<file path="src/rtl/lzw_pkg.sv">
// ----------------------------------------------------------------------------
// LZW encoder package
// Shared constants and types for the LZW byte encoder.
// ----------------------------------------------------------------------------
`default_nettype none
package lzw_pkg;
  localparam int DefCodeWidth = 10;
  localparam int FirstFree    = 256;
  localparam int QueueDepth   = 2;

  typedef struct packed {
    logic [7:0] data_byte;
    logic       end_of_data;
  } in_item_t;
endpackage
`default_nettype wire

</file>
<file path="src/rtl/lzw_if.sv">
// ----------------------------------------------------------------------------
// LZW stream interfaces
// Valid/ready channels for input bytes and emitted codes.
// ----------------------------------------------------------------------------
`default_nettype none
interface lzw_in_if;
  logic       valid;
  logic       ready;
  logic [7:0] data_byte;
  logic       end_of_data;
  modport source (output valid, data_byte, end_of_data, input ready);
  modport sink   (input valid, data_byte, end_of_data, output ready);
endinterface

`default_nettype wire

</file>
<file path="src/rtl/lzw_front.sv">
// ----------------------------------------------------------------------------
// LZW front end
// Accepts input items into a short queue that feeds the dictionary engine.
// ----------------------------------------------------------------------------
`default_nettype none
module lzw_front (
  input  wire logic             clk,
  input  wire logic             rst,
  lzw_in_if.sink                in_ch,
  output lzw_pkg::in_item_t     item,
  output logic                  item_valid,
  input  wire logic             item_take
);
  import lzw_pkg::*;

  in_item_t   q [QueueDepth];
  logic [0:0] wr_ptr, rd_ptr;
  logic [1:0] count;
  logic       push, pop;

  assign in_ch.ready = (count != 2'(QueueDepth));
  assign push = in_ch.valid && in_ch.ready;
  assign pop  = item_valid && item_take;
  assign item_valid = (count != 2'd0);
  assign item = q[rd_ptr];

  always_ff @(posedge clk) begin
    if (push) begin
      q[wr_ptr] <= '{data_byte: in_ch.data_byte, end_of_data: in_ch.end_of_data};
    end
    if (rst) begin
      wr_ptr <= '0;
      rd_ptr <= '0;
      count  <= '0;
    end else begin
      if (push) wr_ptr <= wr_ptr + 1'b1;
      if (pop) rd_ptr <= rd_ptr + 1'b1;
      count <= count + 2'(push) - 2'(pop);
    end
  end
endmodule
`default_nettype wire

</file>
<file path="src/flat_wrapper.sv">
// flat-port wrapper written by rule: the top's interface ports become plain ports
module lzw_front_flat import lzw_pkg::*;
  (clk, rst, item, item_valid, item_take, in_ch_valid, in_ch_data_byte, in_ch_end_of_data, in_ch_ready);
  lzw_in_if in_ch_i ();
  input  wire logic clk;
  input  wire logic rst;
  output lzw_pkg::in_item_t item;
  output logic item_valid;
  input  wire logic item_take;
  input wire logic [$bits(in_ch_i.valid)-1:0] in_ch_valid;
  input wire logic [$bits(in_ch_i.data_byte)-1:0] in_ch_data_byte;
  input wire logic [$bits(in_ch_i.end_of_data)-1:0] in_ch_end_of_data;
  output wire logic [$bits(in_ch_i.ready)-1:0] in_ch_ready;
  assign in_ch_i.valid = in_ch_valid;
  assign in_ch_i.data_byte = in_ch_data_byte;
  assign in_ch_i.end_of_data = in_ch_end_of_data;
  assign in_ch_ready = in_ch_i.ready;
  lzw_front u_core (.clk(clk), .rst(rst), .in_ch(in_ch_i), .item(item), .item_valid(item_valid), .item_take(item_take));
endmodule
</file>
<file path="config.mk">
export PLATFORM = sky130hd
export DESIGN_NAME = lzw_front_flat
export DESIGN_NICKNAME = d
export VERILOG_FILES = /design/src/rtl/lzw_pkg.sv /design/src/rtl/lzw_if.sv /design/src/rtl/lzw_front.sv /design/src/flat_wrapper.sv
export SDC_FILE = /design/constraint.sdc
export NUM_CORES = 1
export LEC_CHECK = 0
export BUFFER_PORTS_ARGS = -buffer_cell sky130_fd_sc_hd__buf_2
export CORE_MARGIN = 2
export CORE_UTILIZATION = 45
export CTS_BUF_LIST = sky130_fd_sc_hd__clkbuf_16
export CTS_CLUSTER_DIAMETER = 80
export DETAILED_ROUTE_END_ITERATION = 10
export PLACE_DENSITY = 0.73
export SKIP_LAST_GASP = 1
export SYNTH_ARGS = -nofsm -noshare
export SYNTH_HDL_FRONTEND = slang
export SYNTH_SLANG_ARGS = --single-unit
</file>
<file path="constraint.sdc">
create_clock -name clk -period 1.61 [get_ports clk]
set_input_delay 0.322 -clock clk [delete_from_list [all_inputs] [get_ports clk]]
set_output_delay 0.322 -clock clk [all_outputs]
set_load 0.01 [all_outputs]
</file>
# Yosys cells after proc, flatten, opt, wreduce, memory -nomap -nowiden
# Memory sizes are Yosys's and may differ from the RTL's. A register that Yosys moved wholly into a read port is not among the register bits.
# Index checks and enable logic that the tools add are counted.
# totals
ram_bits	18
n_memories	1
out_inout_bits	11
register_bits	4
# memory_table
memory	words	width	read_ports	rd_clocked_by_memory_dff	wr	line_no	text
u_core.q	2	9	1	1	1	lzw_front.sv:16	in_item_t q [QueueDepth];
# classes
n_reduce_logical	3
n_mux	4
add_sub_neg	4
n_eq_ne	1
# ops
operator	count
$mux W1	4
$add A1 B1 Y1 const B	2
$add A2 B1 Y2	1
$logic_and A1 B1 Y1	2
$ne A2 B2 Y1 const B	1
$reduce_bool A2 Y1	1
$sub A2 B1 Y2	1

# Depth between registers and ports, before layout
# logic_depth
word_depth	4
depth_mapped	7

# Worst setup path after synthesis
# No wires, ideal clock.
# synth_path
path_type	reg-to-reg
from	register u_core.count[1]
to	register u_core.count[1]
arrival_ns	1.412
path_slack_ns	0.121
synth_period_minus_slack_ns	1.489
required_ns	1.532
path_stages_with_launch	8
cell_sequence	dfxtp_1 o21a_2 ha_1 inv_1 ha_1 xor2_1 and2_1 nor3_1
# synth_rtl
element	line_no	text
start, declared	lzw_front.sv:18	logic [1:0] count;
start signal, assigned	lzw_front.sv:38	count <= count + 2'(push) - 2'(pop);
$reduce_bool A2 Y1	lzw_front.sv:24	assign item_valid = (count != 2'd0);
$logic_and A1 B1 Y1	lzw_front.sv:23	assign pop = item_valid && item_take;
named net u_core.pop	lzw_front.sv:19	logic push, pop;
$sub A2 B1 Y2	lzw_front.sv:38	
# The timed path passes the listed nets, and every way through them passes these cells.
# A chain may end at the register's enable or synchronous reset.

# Worst setup path in the final report
# Same ends and word-level chain as after synthesis.

==> metrics.txt <==
drt wl/cell 12.18 um; Die Ht 48.96 um; startpoint types flip-flop; worst-path fanout max 3; CP Cell Sequence o21a_4 > ha_1 > inv_1 > ha_1 > xor2_1 > and2_1 > nor3_1; top post-synthesis cells by area edfxtp_1, dfxtp_1, mux2_2; share of layout cells above drive strength 1 0.5244; Clock transition at path regs 0.06 ns; Util after Layout 0.5928; H-tree levels 1; crit-path max cell delay 0.34 ns; Tcrit/Tclk final 0.9496; Sum Neg Setup Slack 0 ns; post-synth cell types 22; routability cong. 0.7096; Warnings, synthesis 0; Pre-Repair DR Iteration Count 2; Crit path max-delay family adder cells; Post-Route WL 1328 um; # DRC 0; unrepaired setup endpoints after global routing false; vias in the first global route 509; maximum VDD drop 1.050 mV; Fin Hold WS 0.2600 ns; Bufs on Longest Clock Path 2; area grow syn2layout 26.55%; CTS Root Cell clkbuf_16; sequential area share after synthesis 0.7043; Starting Density 0.4684; Routed Antenna Nets 0; worst hold path type in -> reg; Mapped Area 909.6 um^2; Tmin final 1.529 ns; clk_skew 0.003549 ns; cell count after placement 104; vias per inst 4.670; initial antenna violation count 0; Worst-Skew Late Latency 0.25 ns; Power Total 1.845 mW; total congestion overflow 0; global-route wire length before repair 2270 um; clk sinks 23; Main synth FF type edfxtp_1; WP data arrival 1.70 ns; most common library cell in the layout ignoring fill and taps buf_2; Post-synth EDFFs 18; Horiz. Die Dim 48.96 um; nets 98; WP buf/inv 1; CTS tree built; crit-path most repeated cell ha_1; leakage 0.4667 nW; final hold vios 0; All-Layer GR Usage 0.1280; Worst-Margin Slew 0.4322 ns; fraction of registers with async set/reset 0; R2R Setup Slk 0.08 ns; kind of critical path reg -> reg; syn nets 70; CTS buffer count 3; Power Dens Cells 1603 mW/mm^2; Mean Syn Cell Area 16.54 um^2; DP HPWL 949.2 um; area share of the largest cell type after synthesis 0.5942; f_max 0.6541 GHz; largest net degree at the start of global routing 13; PortBufs 23; full die area 0.002397 mm^2; Slowest-stage cell, CP dfxtp_4; num ports 24; Syn Inst Count 55; max_slew headroom 0.7119; DRT iter0 DRCs 10; CORE AREA 0.001942 mm^2; WP data required 1.78 ns; CP Capture Type flip-flop; outcome finished, final reports clean; final non-filler cell total 109; cell taking the most area after synthesis edfxtp_1; maxcap violations 0; Yosys reg bits 23; # diodes 0; num rows 16; via count 509; setup violators final 0; most frequent cells in the layout buf_2, edfxtp_1, mux2_2; Slew Viols, Final 0
[power by group]
| group | internal (mW) | switching [mW] | leakage [nW] |
|---|---|---|---|
| Clock | 0.330 | 0.179 | 0.0423 |
| Sequential | 0.767 | 0.0754 | 0.210 |
| Combinational | 0.269 | 0.224 | 0.214 |
| Total | 1.37 | 0.478 | 0.467 |
[cell families after synthesis]
group	count (synthesis)	share of synthesized area
AND/OR/NAND/NOR	14	0.09629
flip-flops	23	0.7043
multiplexers	9	0.1114
buffers and inverters	3	0.01375
adder cells (fa/ha/maj)	2	0.02751
AO/OA/AOI/OAI	2	0.01926
XOR/XNOR	2	0.02752
[sequential cells by signal, indices dropped and copies added (netlist names), named ones only]
| register | cells |
|---|---|
| u_core.count | 2 |
| u_core.wr_ptr | 1 |
| u_core.q | 18 |
| u_core.rd_ptr | 1 |
[worst register-to-register path, stage by stage, from the launching register on]
cell and delay (ns):
dfxtp_4 0.34, o21a_4 0.22, ha_1 0.27, inv_1 0.04
ha_1 0.17, xor2_1 0.15, and2_1 0.15, nor3_1 0.11
[what timing repair did]
item,CTS,global route
buffers inserted,0,1
hold buffers,0,0
gates resized for setup,1,3
cloned,0,0
endpoints found under the setup margin,9,1
[per-stage QoR]
stage               worst slack (ns)  cell area (um^2)
floorplan                     0.1206             909.6
global placement             0.09929              1054
detailed placement           0.05407              1054
CTS                          0.03905              1134
global route                0.008068              1151
finish                       0.08110              1151
[synth_stat cells (2+ instances only)]
master,count
edfxtp_1,18
mux2_2,7
dfxtp_1,5
nor2_1,4
ha_1,2
inv_1,2
mux2_1,2
[area by class of cell]
class                      instances  area [um^2]
clock buffer                       3        75.07
clock inverter                     1        3.754
fill                             176        790.8
inverter                           2        7.507
multi-input combinational         29        262.8
sequential                        23        645.6
tap                               27        33.78
timing repair buffer              24        122.6
[path summary, 6_finish.rpt]
path                         startpoint                         end  cells past startpoint
max          u_core.count[1]$_SDFF_PP0_  u_core.count[1]$_SDFF_PP0_                      7
min                  in_ch_data_byte[7]    u_core.q[0][8]$_DFFE_PP_                      1
max reg2reg  u_core.count[1]$_SDFF_PP0_  u_core.count[1]$_SDFF_PP0_                      7
min reg2reg  u_core.rd_ptr$_SDFFE_PP0P_  u_core.rd_ptr$_SDFFE_PP0P_                      2
[per-layer routing]
metal / vias up / part of all wire / global-route usage
met4: 0 / 0 / 0.05714
met3: 0 / 0.069 / 0.03988
met1: 237 / 0.43 / 0.1488
met5: - / 0 / 0
met2: 15 / 0.50 / 0.2169
li1: 257 / - / -
(Power assumes the default switching activity.)
